`config.mk`:
```
export PLATFORM = sky130hd
export DESIGN_NAME = gbn_window_reno_congestion
export DESIGN_NICKNAME = d
export VERILOG_FILES = /design/src/design/gbn_pkg.sv /design/src/design/gbn_window_reno_congestion.sv
export SDC_FILE = /design/constraint.sdc
export NUM_CORES = 1
export LEC_CHECK = 0
export BUFFER_PORTS_ARGS = -buffer_cell sky130_fd_sc_hd__buf_2
export CORE_ASPECT_RATIO = 0.5
export CORE_UTILIZATION = 35
export DETAILED_ROUTE_END_ITERATION = 8
export PLACE_DENSITY_LB_ADDON = 0.25
export SYNTH_ARGS = -nofsm -noshare
export SYNTH_HDL_FRONTEND = slang
export SYNTH_SLANG_ARGS = --single-unit
export TNS_END_PERCENT = 5
```
`constraint.sdc`:
```
create_clock -name i_clk -period 6.3 [get_ports i_clk]
set_clock_uncertainty 0.15 [all_clocks]
set_input_delay 0.315 -clock i_clk [delete_from_list [all_inputs] [get_ports i_clk]]
set_output_delay 0.315 -clock i_clk [all_outputs]
set_load 0.1 [all_outputs]
```
`src/design/gbn_pkg.sv`:
```
// ----------------------------------------------------------------------------
// gbn_pkg: shared types and constants for the go-back-N window controller
// Holds the beat payload structs, command and phase codes, configuration
// register indexes and reset values.
// ----------------------------------------------------------------------------
package gbn_pkg;

    localparam int SEQ_BITS_DEF = 8;

    localparam logic [15:0] ONE_PKT   = 16'h0100;
    localparam logic [2:0]  DUP_LIMIT = 3'd3;
    localparam logic [2:0]  DUP_MAX   = 3'd7;

    localparam logic [7:0]  RWND_RST   = 8'd10;
    localparam logic [31:0] TIMEOUT_RST = 32'd1000;
    localparam logic [7:0]  THRESH_RST = 8'd8;

    // 2^16 / cwnd needs 17 quotient bits
    localparam int DIV_STEPS = 17;
    localparam int DIV_CNT_W = $clog2(DIV_STEPS);

    localparam logic [1:0] CFG_RWND    = 2'd0;
    localparam logic [1:0] CFG_TIMEOUT = 2'd1;
    localparam logic [1:0] CFG_THRESH  = 2'd2;

    typedef enum logic [1:0] {
        CMD_TICK  = 2'd0,
        CMD_ACK   = 2'd1,
        CMD_SEND  = 2'd2,
        CMD_START = 2'd3
    } t_cmd;

    typedef enum logic [1:0] {
        PH_SLOW  = 2'd0,
        PH_AVOID = 2'd1,
        PH_RECOV = 2'd2
    } t_phase;

    typedef struct packed {
        logic [1:0] command;
        logic [7:0] ack_seq;
        logic       ack_good;
    } t_in_beat;

    typedef struct packed {
        logic       send_granted;
        logic [7:0] send_seq;
        logic [7:0] window_now;
        logic       went_back;
        logic       timed_out;
        logic [1:0] phase;
        logic [7:0] cwnd_whole;
        logic [7:0] threshold_now;
    } t_out_beat;

endpackage

```
`src/design/gbn_window_reno_congestion.sv`:
```
// ----------------------------------------------------------------------------
// gbn_window_reno_congestion: go-back-N sender window with Reno control
// One command beat in, one status beat out. Tracks base/next sequence,
// Q8.8 congestion window, slow start threshold, duplicate ACKs and timeout.
// ----------------------------------------------------------------------------
// Usage:
//   Input channel (i_in_valid / o_in_stall / i_in_data) takes one command per
//   beat: tick, ACK, send request or session start. Output channel
//   (o_out_valid / i_out_stall / o_out_data) returns exactly one status beat
//   per command, showing the state after that command.
//   Configuration writes (i_cfg_valid / o_cfg_ready) load receiver window,
//   timeout ticks and initial threshold; issue them only while idle.
//   Most commands pass from accept through the execute and response steps to
//   the output register. A new ACK in congestion avoidance runs the restoring
//   divider for 2^16 / cwnd between those steps, one quotient bit per cycle.
//   A new command waits until the previous one has left its response step.
//   o_in_stall is high while a command is in work; the next command can be
//   taken while a finished beat still waits in the output register.
//   A stalled receiver holds the output beat; a command finishing behind it
//   waits in its response step until the register frees.
//   Reset loads window 1.0, threshold 8, sequence numbers 0, slow start,
//   and the configuration reset values.
// ----------------------------------------------------------------------------
module gbn_window_reno_congestion #(
    parameter int SEQ_BITS = gbn_pkg::SEQ_BITS_DEF
) (
    input  logic                  i_clk,
    input  logic                  i_rst_n,

    input  logic                  i_in_valid,
    output logic                  o_in_stall,
    input  gbn_pkg::t_in_beat     i_in_data,

    output logic                  o_out_valid,
    input  logic                  i_out_stall,
    output gbn_pkg::t_out_beat    o_out_data,

    input  logic                  i_cfg_valid,
    output logic                  o_cfg_ready,
    input  logic [1:0]            i_cfg_index,
    input  logic [31:0]           i_cfg_data
);

    localparam int SW = (SEQ_BITS > 8) ? SEQ_BITS : 8;

    typedef enum logic [1:0] {
        S_IDLE,
        S_EXEC,
        S_DIV,
        S_RESP
    } t_state;

    t_state                        r_state;

    // configuration
    logic [7:0]                    r_rwnd;
    logic [31:0]                   r_timeout;
    logic [7:0]                    r_init_thresh;

    // protocol state
    logic [SEQ_BITS-1:0]           r_next;
    logic [SEQ_BITS-1:0]           r_base;
    logic [15:0]                   r_cwnd;
    logic [7:0]                    r_thresh;
    logic [SEQ_BITS-1:0]           r_last_ack;
    logic [2:0]                    r_dup;
    logic [1:0]                    r_phase;
    logic                          r_resend;
    logic [31:0]                   r_ticks;

    // captured command and per-command flags
    gbn_pkg::t_in_beat             r_cmd;
    logic                          r_granted;
    logic [SEQ_BITS-1:0]           r_sseq;
    logic                          r_back;
    logic                          r_tout;

    // divider
    logic [15:0]                   r_div_d;
    logic [15:0]                   r_rem;
    logic [16:0]                   r_quo;
    logic [gbn_pkg::DIV_CNT_W-1:0] r_div_cnt;

    // output register
    logic                          r_out_valid;
    gbn_pkg::t_out_beat            r_out;

    // ------------------------------------------------------------------
    // combinational helpers
    // ------------------------------------------------------------------
    logic [SW-1:0]        ack_ext;
    logic [SEQ_BITS-1:0]  ack_seq;
    logic                 ack_repeat;
    logic [2:0]           dup_inc;
    logic [16:0]          cw_sum1;
    logic [15:0]          cw_plus1;
    logic [7:0]           cw_whole;
    logic [7:0]           win;
    logic [7:0]           half_cw;
    logic [7:0]           half_plus3;
    logic [15:0]          slow_cw;
    logic [2:0]           slow_dup;
    logic [SEQ_BITS-1:0]  send_from;
    logic [SEQ_BITS-1:0]  send_diff;
    logic                 send_ok;
    logic [31:0]          ticks_inc;
    logic [16:0]          rem_sh;
    logic                 rem_ge;
    logic [16:0]          rem_sub;
    logic [16:0]          quo_next;
    logic [17:0]          div_sum;
    logic [15:0]          div_cw;
    logic [SW-1:0]        sseq_ext;
    logic                 out_free;

    assign ack_ext    = SW'(r_cmd.ack_seq);
    assign ack_seq    = ack_ext[SEQ_BITS-1:0];
    assign ack_repeat = (ack_seq == r_last_ack);
    assign dup_inc    = (r_dup < gbn_pkg::DUP_MAX) ? r_dup + 3'd1 : r_dup;

    assign cw_sum1    = {1'b0, r_cwnd} + {1'b0, gbn_pkg::ONE_PKT};
    assign cw_plus1   = cw_sum1[16] ? 16'hFFFF : cw_sum1[15:0];
    assign cw_whole   = r_cwnd[15:8];
    assign win        = (r_rwnd < cw_whole) ? r_rwnd : cw_whole;
    assign half_cw    = {1'b0, r_cwnd[15:9]};

    // slow start ACK before the third-duplicate check
    assign slow_cw    = ack_repeat ? r_cwnd : cw_plus1;
    assign slow_dup   = ack_repeat ? dup_inc : 3'd0;
    assign half_plus3 = {1'b0, slow_cw[15:9]} + 8'd3;

    assign send_from  = r_resend ? r_base : r_next;
    assign send_diff  = send_from - r_base;
    assign send_ok    = SW'(send_diff) < SW'(win);

    assign ticks_inc  = (r_ticks != 32'hFFFF_FFFF) ? r_ticks + 32'd1 : r_ticks;

    assign rem_sh     = {r_rem, r_quo[16]};
    assign rem_ge     = rem_sh >= {1'b0, r_div_d};
    assign rem_sub    = rem_sh - {1'b0, r_div_d};
    assign quo_next   = {r_quo[15:0], rem_ge};
    assign div_sum    = {2'b00, r_cwnd} + {1'b0, quo_next};
    assign div_cw     = (div_sum > 18'h0FFFF) ? 16'hFFFF : div_sum[15:0];

    assign sseq_ext   = SW'(r_sseq);
    assign out_free   = !r_out_valid || !i_out_stall;

    assign o_in_stall  = (r_state != S_IDLE);
    assign o_cfg_ready = 1'b1;
    assign o_out_valid = r_out_valid;
    assign o_out_data  = r_out;

    // ------------------------------------------------------------------
    // sequencer, state and output register
    // ------------------------------------------------------------------
    always_ff @(posedge i_clk) begin
        if (!i_rst_n) begin
            r_state       <= S_IDLE;
            r_rwnd        <= gbn_pkg::RWND_RST;
            r_timeout     <= gbn_pkg::TIMEOUT_RST;
            r_init_thresh <= gbn_pkg::THRESH_RST;
            r_next        <= '0;
            r_base        <= '0;
            r_cwnd        <= gbn_pkg::ONE_PKT;
            r_thresh      <= gbn_pkg::THRESH_RST;
            r_last_ack    <= '0;
            r_dup         <= '0;
            r_phase       <= gbn_pkg::PH_SLOW;
            r_resend      <= 1'b0;
            r_ticks       <= '0;
            r_out_valid   <= 1'b0;
            r_div_cnt     <= '0;
        end else begin
            if (r_out_valid && !i_out_stall) begin
                r_out_valid <= 1'b0;
            end

            if (i_cfg_valid) begin
                case (i_cfg_index)
                    gbn_pkg::CFG_RWND:    r_rwnd        <= i_cfg_data[7:0];
                    gbn_pkg::CFG_TIMEOUT: r_timeout     <= i_cfg_data;
                    gbn_pkg::CFG_THRESH:  r_init_thresh <= i_cfg_data[7:0];
                    default: ;
                endcase
            end

            case (r_state)
                S_IDLE: begin
                    if (i_in_valid) begin
                        r_cmd   <= i_in_data;
                        r_state <= S_EXEC;
                    end
                end

                S_EXEC: begin
                    r_granted <= 1'b0;
                    r_sseq    <= '0;
                    r_back    <= 1'b0;
                    r_tout    <= 1'b0;
                    r_state   <= S_RESP;
                    case (gbn_pkg::t_cmd'(r_cmd.command))
                        gbn_pkg::CMD_TICK: begin
                            r_ticks <= ticks_inc;
                            if (ticks_inc > r_timeout) begin
                                r_tout   <= 1'b1;
                                r_resend <= 1'b1;
                                r_ticks  <= '0;
                                r_thresh <= half_cw;
                                r_cwnd   <= gbn_pkg::ONE_PKT;
                                r_dup    <= '0;
                                r_phase  <= gbn_pkg::PH_SLOW;
                            end
                        end

                        gbn_pkg::CMD_ACK: begin
                            if (r_cmd.ack_good) begin
                                r_base  <= ack_seq;
                                r_ticks <= '0;
                                case (r_phase)
                                    gbn_pkg::PH_SLOW: begin
                                        r_dup  <= slow_dup;
                                        r_cwnd <= slow_cw;
                                        if (!ack_repeat) begin
                                            r_last_ack <= ack_seq;
                                        end
                                        if (slow_cw >= {r_thresh, 8'h00}) begin
                                            r_phase <= gbn_pkg::PH_AVOID;
                                        end
                                        // third duplicate: halve and enter recovery
                                        if (slow_dup == gbn_pkg::DUP_LIMIT) begin
                                            r_resend <= 1'b1;
                                            r_thresh <= {1'b0, slow_cw[15:9]};
                                            r_cwnd   <= {half_plus3, 8'h00};
                                            r_phase  <= gbn_pkg::PH_RECOV;
                                        end
                                    end

                                    gbn_pkg::PH_AVOID: begin
                                        if (ack_repeat) begin
                                            r_dup <= dup_inc;
                                            if (dup_inc == gbn_pkg::DUP_LIMIT) begin
                                                r_resend <= 1'b1;
                                                r_thresh <= {1'b0, slow_cw[15:9]};
                                                r_cwnd   <= {half_plus3, 8'h00};
                                                r_phase  <= gbn_pkg::PH_RECOV;
                                            end
                                        end else begin
                                            // start 2^16 / cwnd on the divider
                                            r_dup      <= '0;
                                            r_last_ack <= ack_seq;
                                            r_div_d    <= (r_cwnd == 16'h0000) ? 16'h0001
                                                                               : r_cwnd;
                                            r_rem      <= '0;
                                            r_quo      <= 17'h10000;
                                            r_div_cnt  <= gbn_pkg::DIV_CNT_W'(
                                                              gbn_pkg::DIV_STEPS - 1);
                                            r_state    <= S_DIV;
                                        end
                                    end

                                    default: begin
                                        if (ack_repeat) begin
                                            r_cwnd <= cw_plus1;
                                        end else if (ack_seq == r_next) begin
                                            r_phase    <= gbn_pkg::PH_AVOID;
                                            r_last_ack <= ack_seq;
                                        end
                                    end
                                endcase
                            end
                        end

                        gbn_pkg::CMD_SEND: begin
                            if (r_resend) begin
                                r_resend <= 1'b0;
                                r_back   <= 1'b1;
                            end
                            r_next <= send_from;
                            if (send_ok) begin
                                r_granted <= 1'b1;
                                r_sseq    <= send_from;
                                r_next    <= send_from + SEQ_BITS'(1);
                            end
                        end

                        default: begin
                            r_next     <= ack_seq;
                            r_base     <= ack_seq;
                            r_cwnd     <= gbn_pkg::ONE_PKT;
                            r_thresh   <= r_init_thresh;
                            r_last_ack <= '0;
                            r_dup      <= '0;
                            r_phase    <= gbn_pkg::PH_SLOW;
                            r_resend   <= 1'b0;
                            r_ticks    <= '0;
                        end
                    endcase
                end

                S_DIV: begin
                    // one restoring step per cycle
                    r_rem <= rem_ge ? rem_sub[15:0] : rem_sh[15:0];
                    r_quo <= quo_next;
                    if (r_div_cnt == '0) begin
                        // last quotient bit: fold the quotient into cwnd
                        r_cwnd  <= div_cw;
                        r_state <= S_RESP;
                    end else begin
                        r_div_cnt <= r_div_cnt - gbn_pkg::DIV_CNT_W'(1);
                    end
                end

                S_RESP: begin
                    if (out_free) begin
                        r_out_valid             <= 1'b1;
                        r_out.send_granted      <= r_granted;
                        r_out.send_seq          <= sseq_ext[7:0];
                        r_out.window_now        <= win;
                        r_out.went_back         <= r_back;
                        r_out.timed_out         <= r_tout;
                        r_out.phase             <= r_phase;
                        r_out.cwnd_whole        <= cw_whole;
                        r_out.threshold_now     <= r_thresh;
                        r_state                 <= S_IDLE;
                    end
                end

                default: r_state <= S_IDLE;
            endcase
        end
    end

endmodule
```
Yosys cells after proc, flatten, opt, wreduce, memory -nomap -nowiden
Index checks and enable logic that the tools add are counted.
{ "classes": {"addsub": 9, "n_lt_le_gt_ge": 7, "n_eq_ne": 39, "muxes": 90, "bitwise": 4, "n_reduce_logical": 35} }
{ "ops": {"columns": ["op", "n"], "rows": [
  ["two-way mux 16 bit", 15],
  ["two-way mux 8 bit", 14],
  ["two-way mux 32 bit", 3],
  ["case mux 16 bit (2 select lines)", 3],
  ["case mux 32 bit (3 select lines)", 1],
  ["two-way mux 17 bit", 4],
  ["case mux 8 bit (2 select lines)", 4],
  ["case mux 16 bit (3 select lines)", 1],
  ["case mux 17 bit (2 select lines)", 1],
  ["adder 32 x 1 -> 32 bit (second input constant)", 1],
  ["> comparator 32 bit", 1],
  ["inequality test 32 bit (second input constant)", 1],
  ["two-way mux 5 bit", 5],
  ["inequality test 4 bit (second input constant)", 6],
  ["case mux 8 bit (3 select lines)", 1],
  ["two-way mux 2 bit", 11],
  ["inequality test 2 bit (second input constant)", 11],
  ["inequality test 3 bit (second input constant)", 7],
  ["adder 16 x 17 -> 18 bit", 1],
  ["> comparator 18 x 16 -> 1 bit (second input constant)", 1],
  ["AND reduction 6 bit", 3],
  ["adder 16 x 9 -> 17 bit (second input constant)", 1],
  ["greater-or-equal comparator 17 x 16 -> 1 bit", 1],
  ["equality test 8 bit", 2],
  ["36 further kinds", 85]
]} }
{ "word_totals": {"ff_bits": 250, "input_bits": 50, "out_inout_bits": 40, "wordCells": 217} }

Logic depth before layout (Yosys ltp)
{ "logic_depth": {"depth_word": 10, "ltp_mapped": 23, "depth_no_buf": 21} }

Worst setup path after synthesis
Ideal clock, no wire load.
{ "synth_path": {"path_type": "reg-to-reg", "startpoint": "reg r_div_d[1]", "endpoint": "reg r_cwnd[15]", "setup_ps": 65, "arrival_ps": 4785, "required_time_ps": 6085, "path_slack_ps": 1301, "stages_incl_launch_ff": 24, "n_path_buf": 2, "period_less_slack_ps": 4999, "cell_sequence": "edfxtp_1 > inv_1 > ha_1 > nor2b_1 > o31a_1 > o41ai_2 > o211ai_1 > o21ai_0 > o21ai_1 > a21o_1 > buf_2 > buf_2 > ha_1 > fa_1 > a211oi_1 > o21ai_1 > and4bb_1 > o2111ai_1 > a2111oi_0 > a211oi_2 > nand2_1 > and2_1 > and3_1 > nor2_1"} }
{ "synth_via": {"elab_chain_cells": 6} }
{ "synth_rtl": {"columns": ["element", "line_no", "rtl"], "rows": [
  ["start, declared", "gbn_window_reno_congestion.sv:79", "logic [15:0] r_div_d;"],
  ["start signal, assigned", "gbn_window_reno_congestion.sv:251", "r_div_d <= (r_cwnd == 16'h0000) ? 16'h0001"],
  ["greater-or-equal comparator 17 x 16 -> 1 bit *", "gbn_window_reno_congestion.sv:139", "assign rem_ge = rem_sh >= {1'b0, r_div_d};"],
  ["named net rem_ge", "gbn_window_reno_congestion.sv:108", "logic rem_ge;"],
  ["adder 16 x 17 -> 18 bit *", "gbn_window_reno_congestion.sv:142", "assign div_sum = {2'b00, r_cwnd} + {1'b0, quo_next};"],
  ["> comparator 18 x 16 -> 1 bit", "gbn_window_reno_congestion.sv:143", "assign div_cw = (div_sum > 18'h0FFFF) ? 16'hFFFF : div_sum[15:0];"],
  ["two-way mux 16 bit *", "gbn_window_reno_congestion.sv:143", null],
  ["two-way mux 16 bit *", "gbn_window_reno_congestion.sv:304", "if (r_div_cnt == '0) begin"],
  ["case mux 16 bit (2 select lines) *", "gbn_window_reno_congestion.sv:187", "case (r_state)"],
  ["end signal, assigned", "gbn_window_reno_congestion.sv:164", "r_cwnd <= gbn_pkg::ONE_PKT;"],
  ["end signal, assigned", "gbn_window_reno_congestion.sv:209", "r_cwnd <= gbn_pkg::ONE_PKT;"],
  ["end signal, assigned", "gbn_window_reno_congestion.sv:306", "r_cwnd <= div_cw;"],
  ["end, declared", "gbn_window_reno_congestion.sv:63", "logic [15:0] r_cwnd;"]
]} }
Mark *: on every way through the listed nets, which the timed path passes. The rest lies on a longest branch. The select of a mux whose other input is x is not followed.
A chain may end at the register's enable or synchronous reset.

Final worst setup path
{ "layout_path": {"startpoint": "reg r_ticks[8]", "endpoint": "reg r_cwnd[7]"} }
{ "layout_via": {"elab_chain_cells": 5, "word_cells_on_any_way": 6, "cone_classes": "1 x add/sub; 1 x order compare; 2 x eq/ne; 1 x mux; 1 x reduce/logical"} }
{ "layout_rtl": {"columns": ["element", "line_no", "rtl"], "rows": [
  ["start, declared", "gbn_window_reno_congestion.sv:69", "logic [31:0] r_ticks;"],
  ["start signal, assigned", "gbn_window_reno_congestion.sv:203", "r_ticks <= ticks_inc;"],
  ["adder 32 x 1 -> 32 bit or inequality test 32 bit (tied branches)", "gbn_window_reno_congestion.sv:136", "assign ticks_inc = (r_ticks != 32'hFFFF_FFFF) ? r_ticks + 32'd1 : r_ticks;"],
  ["two-way mux 32 bit *", "gbn_window_reno_congestion.sv:136", null],
  ["> comparator 32 bit *", "gbn_window_reno_congestion.sv:204", "if (ticks_inc > r_timeout) begin"],
  ["inequality test 3 bit (no line) *", null, null],
  ["AND reduction 8 bit (no line) *", null, null],
  ["end signal, assigned", "gbn_window_reno_congestion.sv:164", null],
  ["end signal, assigned", "gbn_window_reno_congestion.sv:209", null],
  ["end signal, assigned", "gbn_window_reno_congestion.sv:222", "r_cwnd <= slow_cw;"]
]} }
Every way passes the cells marked *; elsewhere a longest branch is shown, timed or not.

==> impl_results.md <==
* Status: finished clean
* GRT Util Overall at 17.6%
* Num ports at 90
* Initial DRT Pass Iterations at 5
* Num Clock Sinks at 250
* Largest net degree at the start of global routing at 46
* DIE AREA at 0.0425 mm2
* Crit path kind: register to register
* # port buffers at 88
* Diode count at 0
* Ranking of synthesized cells by area: edfxtp_1 (22%), dfxtp_1 (20%), ha_1 (9.0%)
* Pin slew with the least headroom to its limit at 1160 ps
* Leak Pwr at 6.84 nW
* Syn. warnings at 0
* Util after Layout at 41.5%
* Sw frac at around 40%
* Reg clk slew, reported paths at ~70 ps
* Setup TNS at 0 ps
* Area Growth Syn to Fin at 16.1%
* DP Worst Slack at 1020 ps
* Initial Util at 35.8%
* Clock Latency Late Sink at 580 ps
* Gate power share at a little over two fifths
* DRC at 0
* 1st-iter DRT viols at 795
* Primary FF master, synth: dfxtp_1
* Commonest non-fill, non-tap cell in the layout: nand2_1
* Worst Path Required at 6610 ps
* Max Clk Rate at 0.185 GHz
* Most frequent cells in the layout: nand2_1 (176), nor2_1 (159), dfxtp_1 (142)
* Relative slew slack at 22.5%
* DRT antenna net count at 0
* Final Setup Violations at 0
* Critical Path Sink Type: register
* Initial antenna violation count at 0
* Int Pwr at between 3 and 4 mW
* EDFF count, synth at roughly 110
* Die Y at 146 um
* Synth Instances at 1615
* Sequential fraction of the synthesis area at 41.8%
* Post-CTS setup buffer count at 0
* Post-route cell area at 0.0169 mm2
* Psw at 2.66 mW
* Yosys top cell by area: edfxtp_1
* Clock root buffer: clkbuf_16
* Top-area cell type share of the netlist area at 22.3%
* Final WS setup at 903 ps
* Final slew viol count at 0
* Vias in the first global route at 11062
* Yosys reg bits at 250
* RSZ-0062 raised after global routing: no
* DP Wirelength at 26.9 mm
* CTS tree: yes
* GR Overflow Total at 0
* Hold Path Class: input port to register
* Row count at 52
* Net Count, Synth at 1773
* Crit share post-route at 85.7%
* P per Cell Area at 388 mW/mm2
* Startpoint types: register
* First-pass GRT wire length at 60.5 mm
* Sequential share of power at 32.4%
* Drt total wl at 37.8 mm
* Final GP Congestion at 0.882
* Vias per cell at 5.18
* Final min period at 5400 ps
* Fraction of layout cells with a size suffix above 1 at 10.4%
* Longest Clk Path Bufs at 3
* Die W at 291 um
* Clock buffer count from CTS at 26
* Tot Pwr at 6.56 mW
* Final net count at around 1900
* Synth Area per Inst at roughly 9.0 um2
* Clk network pwr share at 25.1%
* Via count at 11817
* Synth cell types at 82
* Max IR drop VDD at 0.000204 V
* Critical Path AT at 5710 ps
* Area of placed instances at about 0.016 mm2
* Synth Cell Area at 0.0146 mm2
* Drt wl/cell at 16.6 um
* H-tree lvl count at 1
* Endpoints failing hold at 0
* Core area at around 0.041 mm2
* Async SR Flop Fraction at 0%
* Number of max-cap violations at 0
* Crit path max fanout at 16
## cell families (layout without fill, tap and decap cells)
family	count (synthesis)	in the layout	share of synthesized area (%)
simple gates	536	536	17.5
flops	250	250	41.8
compound gates	377	377	16.7
other cells	1	1	0.0257
fa+ha+maj	108	108	9.43
mux	61	61	4.25
buf+inv	196	321	5.19
xor+xnor	86	86	5.17
## critical path: stages (launching register included)
cell	delay, ps
dfxtp_1	450
and4_1	360
nand3_2	160
nor4_2	240
nand4_1	260
nor4_2	300
nor2_1	140
nand3_1	170
nor2_1	90
xor2_1	150
ha_1	300
nand4_1	180
nor4_1	450
nand4_1	190
o32ai_2	570
o22ai_2	370
o21ai_0	270
nor2_1	200
a211oi_1	280
## path summary, 6_finish.rpt
| path | slack [ps] | start | cells after the start | to |
|---|---|---|---|---|
| setup / recovery | 900 | r_ticks[8] | 18 | r_cwnd[7] |
| hold / removal | 90 | i_in_valid | 5 | r_state[1] |
| setup reg to reg | 900 | r_ticks[8] | 18 | r_cwnd[7] |
| hold reg to reg | 270 | r_sseq[2] | 0 | o_out_data[30] |
## repair_timing
action | in CTS | in global routing
hold buffers | 44 | 0
resized for setup | 0 | 0
endpoints found under the hold margin | 60 | 0
## cell usage after synthesis, types with 6 or more instances
library cell	count
a211oi_1	20
a21o_1	13
a21oi_1	128
a22o_1	8
a22oi_1	8
a31oi_1	24
and2_1	30
and3_1	15
and4_1	6
buf_2	10
clkbuf_1	62
dfxtp_1	142
edfxtp_1	108
ha_1	105
inv_1	116
mux2i_1	57
nand2_1	176
nand2b_1	14
nand3_1	30
nand4_1	25
nor2_1	160
nor2b_1	15
nor3_1	22
nor4_1	9
o211ai_1	17
o21a_1	10
o21ai_0	71
o21ai_1	8
o21bai_1	8
o31a_1	6
or4_1	7
xnor2_1	47
xor2_1	39
## metal layers
metal	up-vias	routed length (um)	track usage, %	share of wire, %
met4	0	881	4.79	2.3
met3	60	1770	2.66	4.7
li1	5963	-	-	-
met5	-	0	0	0
met2	285	16400	27.4	43
met1	5509	18700	25.2	50
## power by group through the flow
stage	logic, mW	registers, mW	clock network (mW)
2_1_floorplan	2.04	2.21	0
3_3_place_gp	2.72	2.16	0
3_5_place_dp	2.75	2.16	0
4_1_cts	2.78	2.13	1.69
5_1_grt	3.09	2.15	1.76
6_report	2.79	2.12	1.65
## through the flow
| step | hold WS (ps) | instances |
|---|---|---|
| 2_1_floorplan | 250 | 1615 |
| 6_report | 86.8 | 2280 |
| 5_1_grt | 124 | 2280 |
| 4_1_cts | 70.8 | 2280 |
| 3_5_place_dp | 256 | 2188 |
| 3_3_place_gp | 253 | 2188 |
## sequential cells by signal (all words and copies together), names as in the netlist, 3 cells and up
name,flops
r_cmd,3
r_sseq,8
r_init_thresh,8
r_cwnd,16
r_div_cnt,5
r_rwnd,8
r_next,8
r_base,8
r_thresh,8
r_last_ack,8
ack_ext,8
r_dup,3
r_ticks,32
r_div_d,16
r_rem,16
o_out_data,37
r_timeout,32
r_quo,17
## layout make-up
type | count | area [um2]
clock inverters | 20 | 241
repair buffers | 156 | 1060
fillers | 4076 | 23800
multi-input cells | 1169 | 7750
clock buffers | 28 | 668
well taps | 540 | 676
inverters | 117 | 439
flip-flops and latches | 250 | 6090
No activity file was read; power rests on OpenSTA's default activity.
